### config.mk
export PLATFORM = sky130hd
export DESIGN_NAME = p2y_fifo
export DESIGN_NICKNAME = d
export VERILOG_FILES = /design/src/p2y_pkg.sv /design/src/p2y_fifo.sv
export SDC_FILE = /design/constraint.sdc
export NUM_CORES = 1
export LEC_CHECK = 0
export ABC_AREA = 1
export BUFFER_PORTS_ARGS = -buffer_cell sky130_fd_sc_hd__buf_4
export CAP_MARGIN = 20
export CORE_ASPECT_RATIO = 1.4
export CORE_UTILIZATION = 45
export CTS_CLUSTER_DIAMETER = 150
export CTS_CLUSTER_SIZE = 24
export DETAILED_ROUTE_END_ITERATION = 10
export SYNTH_ARGS = -nofsm -noshare
export SYNTH_HDL_FRONTEND = slang
export SYNTH_SLANG_ARGS = --single-unit
### constraint.sdc
create_clock -name clk -period 2.75 [get_ports clk]
set_input_delay 0.4125 -clock clk [delete_from_list [all_inputs] [get_ports clk]]
set_output_delay 0.4125 -clock clk [all_outputs]
set_load 0.01 [all_outputs]
### src/p2y_pkg.sv
// Shared types and constants for the pixel to YUV packer.
// Holds the format codes, the byte command carried from front to back, and sizes.
// No dependencies.
package p2y_pkg;

	localparam int PAL_ENTRIES = 256;
	localparam int PAL_AW      = (PAL_ENTRIES > 1) ? $clog2(PAL_ENTRIES) : 1;

	localparam int FIFO_DEPTH = 4;
	localparam int FIFO_AW    = $clog2(FIFO_DEPTH);
	localparam int FIFO_CW    = $clog2(FIFO_DEPTH + 1);

	// Conversion coefficients
	localparam int COEF_YR     = 77;
	localparam int COEF_YG     = 150;
	localparam int COEF_YB     = 29;
	localparam int COEF_U      = 145;
	localparam int COEF_V      = 182;
	localparam int CHROMA_BIAS = 256 * 128;

	localparam logic FUNC_PIXEL   = 1'b0;
	localparam logic FUNC_PALETTE = 1'b1;

	localparam logic SRC_PALETTE = 1'b0;
	localparam logic SRC_RGB     = 1'b1;

	localparam logic REG_OUTPUT_FORMAT = 1'b0;
	localparam logic REG_SOURCE_MODE   = 1'b1;

	localparam logic [1:0] PLANE_LUMA    = 2'd0;
	localparam logic [1:0] PLANE_CHROMA1 = 2'd1;
	localparam logic [1:0] PLANE_CHROMA2 = 2'd2;

	typedef enum logic [2:0] {
		FMT_YV12 = 3'd0,
		FMT_IYUV = 3'd1,
		FMT_UYVY = 3'd2,
		FMT_YVYU = 3'd3,
		FMT_YUY2 = 3'd4
	} fmt_t;

	typedef enum logic [1:0] {
		SEL_Y    = 2'd0,
		SEL_U    = 2'd1,
		SEL_V    = 2'd2,
		SEL_HELD = 2'd3
	} sel_t;

	typedef enum logic [1:0] {
		HOLD_NONE = 2'd0,
		HOLD_U    = 2'd1,
		HOLD_V    = 2'd2
	} hold_t;

	// Up to three output bytes for one pixel
	typedef struct packed {
		logic [1:0]       count;
		sel_t [2:0]       sel;
		logic [2:0][1:0]  plane;
		logic [2:0]       skip;
		hold_t            hold;
	} cmd_t;

	typedef struct packed {
		cmd_t       cmd;
		logic [7:0] y;
		logic [7:0] u;
		logic [7:0] v;
	} entry_t;

endpackage

### src/p2y_fifo.sv
// Short command queue between front and back ends.
// Depends on p2y_pkg.
module p2y_fifo (
	input  logic            clk,
	input  logic            arst_n,
	input  logic            push,
	input  p2y_pkg::entry_t push_data,
	input  logic            pop,
	output logic            full,
	output logic            head_valid,
	output p2y_pkg::entry_t head_data
);

	p2y_pkg::entry_t              mem_q [p2y_pkg::FIFO_DEPTH];
	logic [p2y_pkg::FIFO_AW-1:0]  wr_ptr_q;
	logic [p2y_pkg::FIFO_AW-1:0]  rd_ptr_q;
	logic [p2y_pkg::FIFO_CW-1:0]  count_q;

	assign full       = count_q == p2y_pkg::FIFO_CW'(p2y_pkg::FIFO_DEPTH);
	assign head_valid = count_q != '0;
	assign head_data  = mem_q[rd_ptr_q];

	always_ff @(posedge clk) begin
		if (push) begin
			mem_q[wr_ptr_q] <= push_data;
		end
	end

	always_ff @(posedge clk or negedge arst_n) begin
		if (!arst_n) begin
			wr_ptr_q <= '0;
			rd_ptr_q <= '0;
			count_q  <= '0;
		end else begin
			if (push) begin
				wr_ptr_q <= wr_ptr_q + 1'b1;
			end
			if (pop) begin
				rd_ptr_q <= rd_ptr_q + 1'b1;
			end
			if (push && !pop) begin
				count_q <= count_q + 1'b1;
			end else if (pop && !push) begin
				count_q <= count_q - 1'b1;
			end
		end
	end

endmodule

==> metrics <==
residual DRC count 0; largest family of logic cells by synthesized area compound AO/OA/AOI/OAI gates; largest net degree at the start of global routing just over 80; Detail Route Antenna Nets 0; Mapped Nets 603; I/O Pins 92; critical setup path kind register to output pin; fin util between 50 and 60%; Synth area leaders edfxtp_1 (72%), o211ai_1 (9.0%), nand2_1 (7.5%), inv_1 (5.1%), dfrtp_1 (2.4%); Synth area leader edfxtp_1; Synth Area in Compound Gates a little under a tenth; Reg power frac between 30% and 40%; first-pass iteration count of the detailed router 4; Hold Buf Count CTS 1; initial antenna violation count 0; P_int 6470 µW; ANT cells 0; Die Span X roughly 110 µm; Mapped Area between 0.007 and 0.008 mm²; clk sinks 179; Yosys cell types 18; share of cells above drive strength 1 between 20% and 30%; setup TNS 0 ps; Hold WC Path Type primary input to register; post-place setup slack about 830 ps; H-tree levels 4; final setup fails 0; CTS tree built; status finished, final reports clean; share of power burned in combinational logic 33.9%; GRT overflow 0; Synth Area in Adders between 1 and 1.5%; Synth-to-Final Area Change 21.9%; via count about 4,300; Setup Fix Bufs, Post-CTS 0; LEAKAGE 0.00357 µW; GP Congestion between 0.7 and 0.8; commonest non-fill, non-tap cell in the layout edfxtp_1; Initial Utilization a little under half; Worst-Margin Slew 585 ps; yosys warns 0; vias in the first global route approximately 4,100; clock share of power a little over a quarter; FMAX approximately 0.43 GHz; Core Area between 0.015 and 0.02 mm²; Final Hold Viols 0; crit-path max FO 80; commonest cells after routing, fill and taps aside edfxtp_1 (172), nand2_1 (143), buf_4 (97); xor and xnor fraction of the mapped netlist area less than 1%; pwr dens roughly 1100 mW/mm²; Synth top area share about 72%; row cnt 54; Max Cap Viol 0; Fill cells about 1,300; cts bufs inserted 17; Setup Skew between 9 and 10 ps; DIE HEIGHT around 150 µm; dpl hpwl 8.45 mm; first-pass GRT wire length about 21 mm; Hold Slack 191 ps; PortBufs 91; vias per cell 5.02; die area around 0.017 mm²; RSZ-0062 raised after global routing false; Longest Clk Path Bufs 2; post-DR wirelength/cell approximately 16 µm; simple logic cell fraction of the synthesized area 7.74%; crit end category output pin; NetSw approximately 3100 µW; synthesized flop and latch total roughly 180; Final #Nets ~700; Worst Hold Launch push_data[23]; Max transition margin 61.0%; Worst-path clk slew 70 ps; GRT Overall Usage 17.4%; minimum clock period 2340 ps; Worst Path Arrival approximately 1900 ps; final worst slack 413 ps; final WL roughly 14 mm; Reg-to-Reg Start wr_ptr_q[0]$_DFFE_PN0P_; Max IR drop VDD about 0.55 mV; Root Buffer clkbuf_16; Syn Area/Cell 13.1 µm²; post_cts resized 0; Starting DRT DRC Count 143; post-synthesis sequential area ratio around 74%; worst setup path start rd_ptr_q[0]$_DFFE_PN0P_; mux cell area share after synthesis 0%; switching part of the total around 33%; period utilization a little over four fifths; WP data required about 2300 ps; Slew Viols, Final 0; Syn Inst Count 550; clk_lat worst skew about 420 ps; critical path startpoint category register
[through the flow]
stage,instance area [µm²],std cells,total power (µW)
2_1_floorplan,7190,550,5750
3_3_place_gp,8130,820,7110
3_5_place_dp,8130,820,7200
4_1_cts,8770,853,9740
5_1_grt,8770,853,10200
6_report,8770,853,9600
[registers in the layout (all words and copies together), names as in the netlist]
| signal | flops |
|---|---|
| wr_ptr_q | 2 |
| count_q | 3 |
| mem_q | 172 |
| rd_ptr_q | 2 |
[path summary, 6_finish.rpt]
path	endpoint	slack, ps	depth (start not counted)
worst min register to register	count_q[2]$_DFFE_PN0P_	480	2
max in group asynchronous	rd_ptr_q[0]$_DFFE_PN0P_	2250	2
worst min-delay path	mem_q[2][23]$_DFFE_PP_	190	1
worst max-delay path	head_data[29]	410	5
worst max register to register	mem_q[2][15]$_DFFE_PP_	1040	5
min in group asynchronous	count_q[2]$_DFFE_PN0P_	350	2
[cell type report]
cell class	count	area (µm²)	area share [%]
Inverter	98	368	4.19
Clock inverter	14	199	2.27
Clock buffer	18	429	4.89
Sequential cell	179	5350	61.0
Multi-Input combinational cell	244	1330	15.1
Timing Repair Buffer	104	858	9.79
Tap cell	196	245	2.80
[metal layers]
metal  GRT usage, %  up-vias  part of all wire, %
li1               -     2087                    -
met1           20.5     2107                   42
met2           30.7       78                   53
met3           4.45       10                  4.1
met4           5.95        0                  1.2
met5              0        -                    0
[critical path, cell delays in order, from the launching register on]
cell	delay (ps)
dfrtp_4	690
buf_12	350
nand2_1	100
o211ai_1	100
nand2_1	100
buf_4	150
[power groups by stage]
stage	Sequential (µW)	Clock [µW]	Combinational, µW
after global placement	3840	0	3260
final	3800	2540	3260
after detailed placement	3870	0	3330
after CTS	3810	2590	3340
after floorplan	3750	0	2000
after global routing	3860	2690	3640
[cells in the mapped netlist (all sizes together)]
cell,count
inv,98
nor3,1
o21ai,1
ha,5
xor2,3
nand4,1
o211ai,86
nor2,1
buf,27
edfxtp,172
clkbuf,2
nand2,143
xnor2,1
fa,1
nand3,1
dfrtp,7
[cell families (layout without fill, tap and decap cells)]
kind of cell | after synthesis | after routing
xor gates and xnor gates | 4 | 4
AOI/OAI and AO/OA | 87 | 87
adders and majority gates | 6 | 6
and+or+nand+nor | 147 | 147
DFF | 179 | 179
buffers and inverters | 127 | 234
No activity file was read; power rests on OpenSTA's default activity.
