File: config.mk
export PLATFORM = sky130hd
export DESIGN_NAME = p2y_back
export DESIGN_NICKNAME = d
export VERILOG_FILES = /design/src/p2y_pkg.sv /design/src/p2y_back.sv
export SDC_FILE = /design/constraint.sdc
export NUM_CORES = 1
export LEC_CHECK = 0
export BUFFER_PORTS_ARGS = -buffer_cell sky130_fd_sc_hd__buf_2
export CAP_MARGIN = 20
export CORE_ASPECT_RATIO = 0.7
export CORE_MARGIN = 2
export CORE_UTILIZATION = 30
export DETAILED_ROUTE_END_ITERATION = 6
export GPL_ROUTABILITY_DRIVEN = 0
export MAX_ROUTING_LAYER = met4
export SLEW_MARGIN = 20
export SYNTH_ARGS = -nofsm -noshare
export SYNTH_HDL_FRONTEND = slang
export SYNTH_SLANG_ARGS = --single-unit
File: constraint.sdc
create_clock -name clk -period 1.8 [get_ports clk]
set_clock_uncertainty 0.05 [all_clocks]
set_input_delay 0.09 -clock clk [delete_from_list [all_inputs] [get_ports clk]]
set_output_delay 0.09 -clock clk [all_outputs]
set_load 0.02 [all_outputs]
File: src/p2y_pkg.sv
// Shared types and constants for the pixel to YUV packer.
// Holds the format codes, the byte command carried from front to back, and sizes.
// No dependencies.
package p2y_pkg;

	localparam int PAL_ENTRIES = 256;
	localparam int PAL_AW      = (PAL_ENTRIES > 1) ? $clog2(PAL_ENTRIES) : 1;

	localparam int FIFO_DEPTH = 4;
	localparam int FIFO_AW    = $clog2(FIFO_DEPTH);
	localparam int FIFO_CW    = $clog2(FIFO_DEPTH + 1);

	// Conversion coefficients
	localparam int COEF_YR     = 77;
	localparam int COEF_YG     = 150;
	localparam int COEF_YB     = 29;
	localparam int COEF_U      = 145;
	localparam int COEF_V      = 182;
	localparam int CHROMA_BIAS = 256 * 128;

	localparam logic FUNC_PIXEL   = 1'b0;
	localparam logic FUNC_PALETTE = 1'b1;

	localparam logic SRC_PALETTE = 1'b0;
	localparam logic SRC_RGB     = 1'b1;

	localparam logic REG_OUTPUT_FORMAT = 1'b0;
	localparam logic REG_SOURCE_MODE   = 1'b1;

	localparam logic [1:0] PLANE_LUMA    = 2'd0;
	localparam logic [1:0] PLANE_CHROMA1 = 2'd1;
	localparam logic [1:0] PLANE_CHROMA2 = 2'd2;

	typedef enum logic [2:0] {
		FMT_YV12 = 3'd0,
		FMT_IYUV = 3'd1,
		FMT_UYVY = 3'd2,
		FMT_YVYU = 3'd3,
		FMT_YUY2 = 3'd4
	} fmt_t;

	typedef enum logic [1:0] {
		SEL_Y    = 2'd0,
		SEL_U    = 2'd1,
		SEL_V    = 2'd2,
		SEL_HELD = 2'd3
	} sel_t;

	typedef enum logic [1:0] {
		HOLD_NONE = 2'd0,
		HOLD_U    = 2'd1,
		HOLD_V    = 2'd2
	} hold_t;

	// Up to three output bytes for one pixel
	typedef struct packed {
		logic [1:0]       count;
		sel_t [2:0]       sel;
		logic [2:0][1:0]  plane;
		logic [2:0]       skip;
		hold_t            hold;
	} cmd_t;

	typedef struct packed {
		cmd_t       cmd;
		logic [7:0] y;
		logic [7:0] u;
		logic [7:0] v;
	} entry_t;

endpackage

File: src/p2y_back.sv
// Back end: walks each queued command one byte per beat into the output register
// and keeps the held chroma byte for packed layouts. Depends on p2y_pkg.
module p2y_back (
	input  logic            clk,
	input  logic            arst_n,
	input  logic            head_valid,
	input  p2y_pkg::entry_t head_data,
	output logic            pop,
	output logic            out_valid,
	input  logic            out_stall,
	output logic [7:0]      data_byte,
	output logic [1:0]      plane,
	output logic            skip_before,
	output logic            last
);

	p2y_pkg::cmd_t cmd;
	logic       load;
	logic       beat_last;
	logic [1:0] beat_q;
	logic [7:0] held_q;
	logic [7:0] hold_new;
	logic [7:0] held_eff;
	logic       hold_set;
	logic [7:0] byte_sel;

	logic       out_valid_q;
	logic [7:0] out_byte_q;
	logic [1:0] out_plane_q;
	logic       out_skip_q;
	logic       out_last_q;

	assign cmd       = head_data.cmd;
	assign load      = head_valid && (!out_valid_q || !out_stall);
	assign beat_last = beat_q == (cmd.count - 2'd1);
	assign pop       = load && beat_last;
	assign hold_set  = beat_q == 2'd0 && cmd.hold != p2y_pkg::HOLD_NONE;

	always_comb begin
		case (cmd.hold)
			p2y_pkg::HOLD_U: hold_new = head_data.u;
			p2y_pkg::HOLD_V: hold_new = head_data.v;
			default:         hold_new = held_q;
		endcase
	end

	// the flush byte of an even pixel reads the value it just held
	assign held_eff = hold_set ? hold_new : held_q;

	always_comb begin
		case (cmd.sel[beat_q])
			p2y_pkg::SEL_Y:    byte_sel = head_data.y;
			p2y_pkg::SEL_U:    byte_sel = head_data.u;
			p2y_pkg::SEL_V:    byte_sel = head_data.v;
			p2y_pkg::SEL_HELD: byte_sel = held_eff;
			default:           byte_sel = head_data.y;
		endcase
	end

	always_ff @(posedge clk or negedge arst_n) begin
		if (!arst_n) begin
			beat_q      <= 2'd0;
			held_q      <= 8'd0;
			out_valid_q <= 1'b0;
		end else begin
			if (load) begin
				beat_q <= beat_last ? 2'd0 : beat_q + 2'd1;
				if (hold_set) begin
					held_q <= hold_new;
				end
			end
			if (load) begin
				out_valid_q <= 1'b1;
			end else if (!out_stall) begin
				out_valid_q <= 1'b0;
			end
		end
	end

	always_ff @(posedge clk) begin
		if (load) begin
			out_byte_q  <= byte_sel;
			out_plane_q <= cmd.plane[beat_q];
			out_skip_q  <= cmd.skip[beat_q];
			out_last_q  <= beat_last;
		end
	end

	assign out_valid   = out_valid_q;
	assign data_byte   = out_byte_q;
	assign plane       = out_plane_q;
	assign skip_before = out_skip_q;
	assign last        = out_last_q;

	a_beat_in_range: assert property (@(posedge clk) disable iff (!arst_n)
		head_valid |-> beat_q < head_data.cmd.count)
		else $error("beat index beyond command length");

	a_held_only_first_beat: assert property (@(posedge clk) disable iff (!arst_n)
		!(load && beat_q == 2'd0) |=> held_q == $past(held_q))
		else $error("held chroma changed outside a first beat");

	a_last_on_pop: assert property (@(posedge clk) disable iff (!arst_n)
		pop |=> out_last_q && out_valid_q)
		else $error("final beat of a command not marked last");

endmodule

==> results of run 1 <==
## worst max-delay path: cells and delay by family (launching register included)
kind	cells	cell delay (ps)
muxes	1	300
AOI/OAI and AO/OA	2	230
and+or+nand+nor	1	120
DFF	1	450
buffers and inverters	3	430
## power groups by stage
stage	Combinational (mW)	Sequential (mW)	Clock, mW
2_1_floorplan	0.832	0.937	0
3_3_place_gp	1.31	0.842	0
3_5_place_dp	1.32	0.844	0
4_1_cts	1.40	0.832	0.338
5_1_grt	1.86	0.860	0.363
6_report	1.72	0.842	0.337
## placed cells by master (no fill, tap or decap), types with 2 or more instances in the layout
cell / instances
buf_6: 2
or2_2: 4
mux2_4: 2
mux2i_1: 12
dlygate4sd3_1: 2
buf_12: 2
mux2i_2: 6
inv_2: 2
buf_2: 59
a21oi_1: 8
or2_4: 4
a22o_1: 8
clkbuf_8: 3
ha_1: 3
inv_1: 3
dfrtp_1: 10
nand2_1: 16
edfxtp_1: 12
buf_4: 14
o21ai_0: 12
nand2b_1: 2
a22oi_2: 7
## cell type report
class	count	area, um2
tap	57	71.3
fill	449	2580
clock inverter	1	5.00
timing repair buffer	80	508
inverter	5	18.8
multi-input combinational	97	838
clock buffer	3	41.3
sequential	23	637
## through the flow
step	setup WS (ps)	setup TNS [ps]	power, mW
after floorplan	21.5	0	1.77
after global placement	-19.9	-27.7	2.16
after detailed placement	-39.0	-57.6	2.17
after CTS	-27.8	-40.1	2.57
after global routing	-44.1	-313	3.09
final	-13.8	-39.4	2.90
## per-layer routing
metal  up-vias  part of all wire [%]  wire length (um)
li1        638                     -                 -
met1       608                    48              1840
met2        14                    49              1870
met3         2                   2.1                81
met4         0                  0.32                12
met5         -                     0                 0
## state kept, by name, indices dropped and copies added, names as in the netlist
name,cells
skip_before,1
last,1
held_q,8
out_valid,1
beat_q,2
plane,2
data_byte,8
## cell families after synthesis
logic type / after synthesis / synth area share [%]
xor gates and xnor gates: 1 / 0.609
buffers and inverters: 13 / 5.30
AOI/OAI and AO/OA: 40 / 20.2
adders and majority gates: 4 / 3.48
DFF: 23 / 44.2
and+or+nand+nor: 31 / 11.0
muxes: 21 / 15.3
## repair_timing
item                                    4_1_cts  5_1_grt
hold buffers                                  2        0
endpoints found under the setup margin        6        9
endpoints found under the hold margin        12        0
pin swaps                                     1        8
resized for setup                             6       24
setup buffers                                 0        9
gates cloned                                  0        1
## path summary, 6_finish.rpt
kind,endpoint,start,cells past startpoint
setup / recovery,data_byte[0],beat_q[1],7
setup reg to reg,data_byte[0],beat_q[1],7
max in group asynchronous,beat_q[1],arst_n,2
hold reg to reg,held_q[6],held_q[6],2
min in group asynchronous,held_q[3],arst_n,2
hold / removal,out_valid,out_stall,3
==> out/metrics.cfg, run 1 <==
[die]
die_w_um = 86.8
initial_utilization_pct = 30.6
core_area_um2 = 4700
io_pins = 61
dieArea_um2 = 5370
num_rows = 21
die_h_um = 61.9

[power]
power_frac_seq_pct = 29.0
switching_share_pct = 37.2
powerDensity_nw_per_um2 = 1370
switchingPower_mw = 1.08
power.internal_mw = 1.82
pwr-share-comb_pct = 59.4
p_leak_nw = 0.971
ir_drop_mv = 0.471
power_frac_clock_pct = 11.6

[logic_synthesis]
syn-num-nets = 184
syn_area_um2 = 1440
postSynth.asyncResetShare_pct = 47.8
synth_cell_types = 26
synth.yosys.warnings = 0
syn_inst = 133
yosysTopAreaCell = edfxtp_1
synth.area.top_cells = edfxtp_1 (25%), dfrtp_1 (19%), mux2i_1 (13%)
synth_edf_count = 12
avgSynthCellArea_um2 = 10.8
netlist.area_leader.share_pct = 25.0
seq_area_frac_synth_pct = 44.2
synthTopCellsByCount = mux2i_1 (19), nand2_1 (17), edfxtp_1 (12), o21ai_0 (12), dfrtp_1 (11)
ys_ff_latch = 23
synth.most_common_cell = mux2i_1
synth_flop_cell = edfxtp_1

[timing]
hold_violations = 0
setup-violations-final = 5
maxSlewHeadroom_pct = 76.6
worst_slew_pin_slew_ps = 352
max_freq_ghz = 0.551
timing.hold.ws_ps = 7.75
slew_violations = 0
finalCriticalPeriod_ps = 1810
fin_ws_ps = -13.8
post-route-period-util_pct = 101
grt_setup_unrepaired = yes

[worst_setup_path]
worstSetupEndpointType = flip-flop
cp.arrival_ps = 1790
cp_cell_sequence = buf_6 -> mux2_4 -> a21oi_4 -> buf_4 -> clkbuf_16 -> or2_4 -> a22oi_2
slowest_stage = dfrtp_2
startpoint_type = flip-flop
required_ps = 1780
crit_path_max_fanout = 12
worst_path_largest_cell_delay_ps = 450
setup.worst_path.class = flip-flop to flip-flop
r2r_slack_ps = -10

[placement]
dpl_cell_area_um2 = 1860
dpl.hpwl_mm = 2.74
io_buffers = 60
place_inst = 251

[clock_tree]
insertion_delay_ps = 270
cts_tree = built
cts.sinks = 23
clockBufferDepth = 2
clkTransAtPathRegs_ps = 90
clock-root-buffer = clkbuf_8
htree_levels = 1
cts_made_buffers = 3

[layout]
final_util_pct = 45.1
drive_gt1_share_pct = 55.5
design_area_um2 = 2120
fin_nets = 261
synthToLayoutAreaGrowth_pct = 47.3
stdcell_count = 266
n_antenna_cell = 0

[job]
drv_cap = 0

[routing]
num_vias = 1262
drtAntennaViolNets = 0
post_drt_wl_per_cell_um = 14.3
drtIter0Drc = 32
drt_pass1_iterations = 4
wirelength_mm = 3.80
drt-vias-per-instance = 4.74
remaining_drc_errors = 0

[grt]
overflow = 0
antenna_found_initial = 0
grt_use_met1_pct = 18.8
grt_pass1_vias = 1177
grt_use_met3_pct = 2.11
busiest_layer = met2
grt_max_degree = 25
grt_usage_pct = 14.0
grtUsageMet2_pct = 23.3
grt_first_pass_wirelength_mm = 5.64

[min_path]
hold_path.class = primary input to flip-flop

[status]
violations = setup timing
outcome = complete, but fails checks

(Power assumes the default switching activity.)
==> run 2, diff against run 1 <==
==> constraint.sdc (replaced) <==
create_clock -name clk -period 1.9 [get_ports clk]
set_clock_uncertainty 0.05 [all_clocks]
set_input_delay 0.095 -clock clk [delete_from_list [all_inputs] [get_ports clk]]
set_output_delay 0.095 -clock clk [all_outputs]
set_load 0.02 [all_outputs]
==> run 2 against run 1 <==
The flow now finishes without violations; final cell count down 3.4%; sequential cell count stayed put; critical path depth down 1; register-to-register slack improved by 80 ps; sequential share of layout area increased by 2.9 points; routed wire length fell by 7.4%; via count fell by 3.4%; sequential power is 5.5% lower; power decreased by 19%; fmax is 0.84% lower; core utilization shrank 4.0 points; critical path type unchanged.
==> out/metrics.cfg, run 2 (synthesis results as in run 1) <==
[status]
outcome = complete, no violations

[die]
dieArea_um2 = 5370  ; unchanged
initial_utilization_pct = 30.6  ; unchanged
core_area_um2 = 4700  ; unchanged
die_h_um = 61.9  ; unchanged
io_pins = 61  ; unchanged
num_rows = 21  ; unchanged
die_w_um = 86.8  ; unchanged

[clock_tree]
cts_made_buffers = 3  ; unchanged
clockBufferDepth = 2  ; unchanged
clock-root-buffer = clkbuf_8
htree_levels = 1  ; unchanged
insertion_delay_ps = 260  ; about the same
clkTransAtPathRegs_ps = 80  ; about the same
cts_tree = built
cts.sinks = 23  ; unchanged

[layout]
fin_nets = 252  ; -3.4%
drive_gt1_share_pct = 45.0  ; -11 points
n_antenna_cell = 0  ; unchanged
final_common_cell = buf_2
fillCellCount = 454  ; +1.1%
synthToLayoutAreaGrowth_pct = 34.1
final_cell_mix = buf_2 (60), mux2i_1 (18), nand2_1 (17), o21ai_0 (12), edfxtp_1 (12)

[routing]
drtIter0Drc = 35  ; +9.4%
post_drt_wl_per_cell_um = 13.7  ; -4.2%
drtAntennaViolNets = 0  ; unchanged
drt_pass1_iterations = 4  ; unchanged
num_vias = 1219  ; -3.4%
drt-vias-per-instance = 4.74  ; about the same
remaining_drc_errors = 0  ; unchanged
wirelength_mm = 3.52  ; -7.4%

[grt]
overflow = 0  ; unchanged
grt_first_pass_wirelength_mm = 5.35  ; -5.3%
grt_max_degree = 25  ; unchanged
antenna_found_initial = 0  ; unchanged
grt_usage_pct = 13.9  ; -0.038 points
grt_pass1_vias = 1105  ; -6.1%

[worst_setup_path]
cp_cell_sequence = buf_4 -> mux2_4 -> a21oi_4 -> buf_12 -> mux2i_1 -> a22oi_1
slowest_stage = dfrtp_1
worst_path_largest_cell_delay_ps = 420  ; -30 ps
startpoint_type = flip-flop
cp.arrival_ps = 1790  ; about the same
setup.worst_path.class = flip-flop to flip-flop
crit_family = multiplexers
required_ps = 1870  ; +90 ps
worstSetupEndpointType = flip-flop
critPathLaunch = beat_q[1]
crit_path_max_fanout = 24  ; +12
crit_buf_inv = 2  ; -1
r2r_start = beat_q[1]

[timing]
maxSlewHeadroom_pct = 77.1  ; +0.52 points
post-route-period-util_pct = 96.3  ; -4.5 points
max_freq_ghz = 0.547  ; -0.84%
timing.hold.ws_ps = 5.64  ; -2.12 ps
grt_setup_unrepaired = no
slew_violations = 0  ; unchanged
worst_slew_pin_slew_ps = 344  ; -7.87 ps
finalCriticalPeriod_ps = 1830  ; +15.4 ps
hold_violations = 0  ; unchanged
fin_tns_setup_ps = 0  ; +39.4 ps
setup-violations-final = 0  ; -5

[power]
p_leak_nw = 0.916  ; -5.6%
ir_drop_mv = 0.478  ; +1.6%
powerDensity_nw_per_um2 = 1230  ; -11%

[min_path]
hold_path.class = primary input to flip-flop
min_from = out_stall

[placement]
io_buffers = 60  ; unchanged
dpl.hpwl_mm = 2.71  ; -1.1%

[job]
drv_cap = 0  ; unchanged

## run 2: cell count changes in the layout (fill, tap and decap cells not counted), moves of 4 or more
cell     previous run  this run
mux2i_1            12        18
mux2i_2             6         1
a22oi_2             7         2
or2_4               4         0
or2_2               4         8
buf_4              14         7
a22oi_1             1         6
## run 2: final cells by class
cell class | instances | area [um2] | area share, %
Timing Repair Buffer | 71 | 413 | 21.4
Inverter | 5 | 18.8 | 0.973
Tap cell | 57 | 71.3 | 3.70
Sequential cell | 23 | 636 | 32.9
Multi-Input combinational cell | 97 | 746 | 38.7
Clock buffer | 4 | 45.0 | 2.33
## run 2: report_power, final
part	switching, mW	internal, mW
Clock	0.158	0.150
Combinational	0.656	0.605
Sequential	0.0691	0.726
## run 2: stage by stage
stage / util [%] / area (um2) / instances / setup WS, ps / total power [mW]
floorplan: - / 1440 / 133 / 48.5 / 1.67
global placement: 38.7 / 1820 / 249 / -38.8 / 1.97
detailed placement: 38.7 / 1820 / 249 / -53.0 / 1.98
CTS: 40.1 / 1880 / 255 / 14.7 / 2.29
global route: 41.0 / 1930 / 257 / 0.773 / 2.53
finish: 41.0 / 1930 / 257 / 70.8 / 2.36
## run 2: per-layer routing
| layer | part of all wire (%) | GRT usage [%] | vias to the layer above |
|---|---|---|---|
| li1 | - | - | 620 |
| met1 | 48 | 17.8 | 571 |
| met2 | 47 | 23.0 | 26 |
| met3 | 4.5 | 3.43 | 2 |
| met4 | 0.23 | 2.68 | 0 |
| met5 | 0 | - | - |
## run 2: worst paths after layout
path | to | slack (ps) | cells past startpoint
max in group asynchronous | held_q[3] | 1400 | 2
max reg2reg | data_byte[3] | 70 | 6
min | out_valid | 6 | 3
min in group asynchronous | out_valid | 180 | 2
min reg2reg | held_q[5] | 440 | 2
max | data_byte[3] | 70 | 6
## run 2: worst min-delay path: stages
cell and delay, ps:
buf_2 70, nand2_1 60, nand2b_1 60
## run 2: timing repair
action,in CTS,in global routing
gates cloned,0,0
setup buffers,0,2
setup endpoints to repair,8,9
hold buffers,2,0
endpoints found under the hold margin,12,0
resized for setup,1,3
pin swaps,1,2
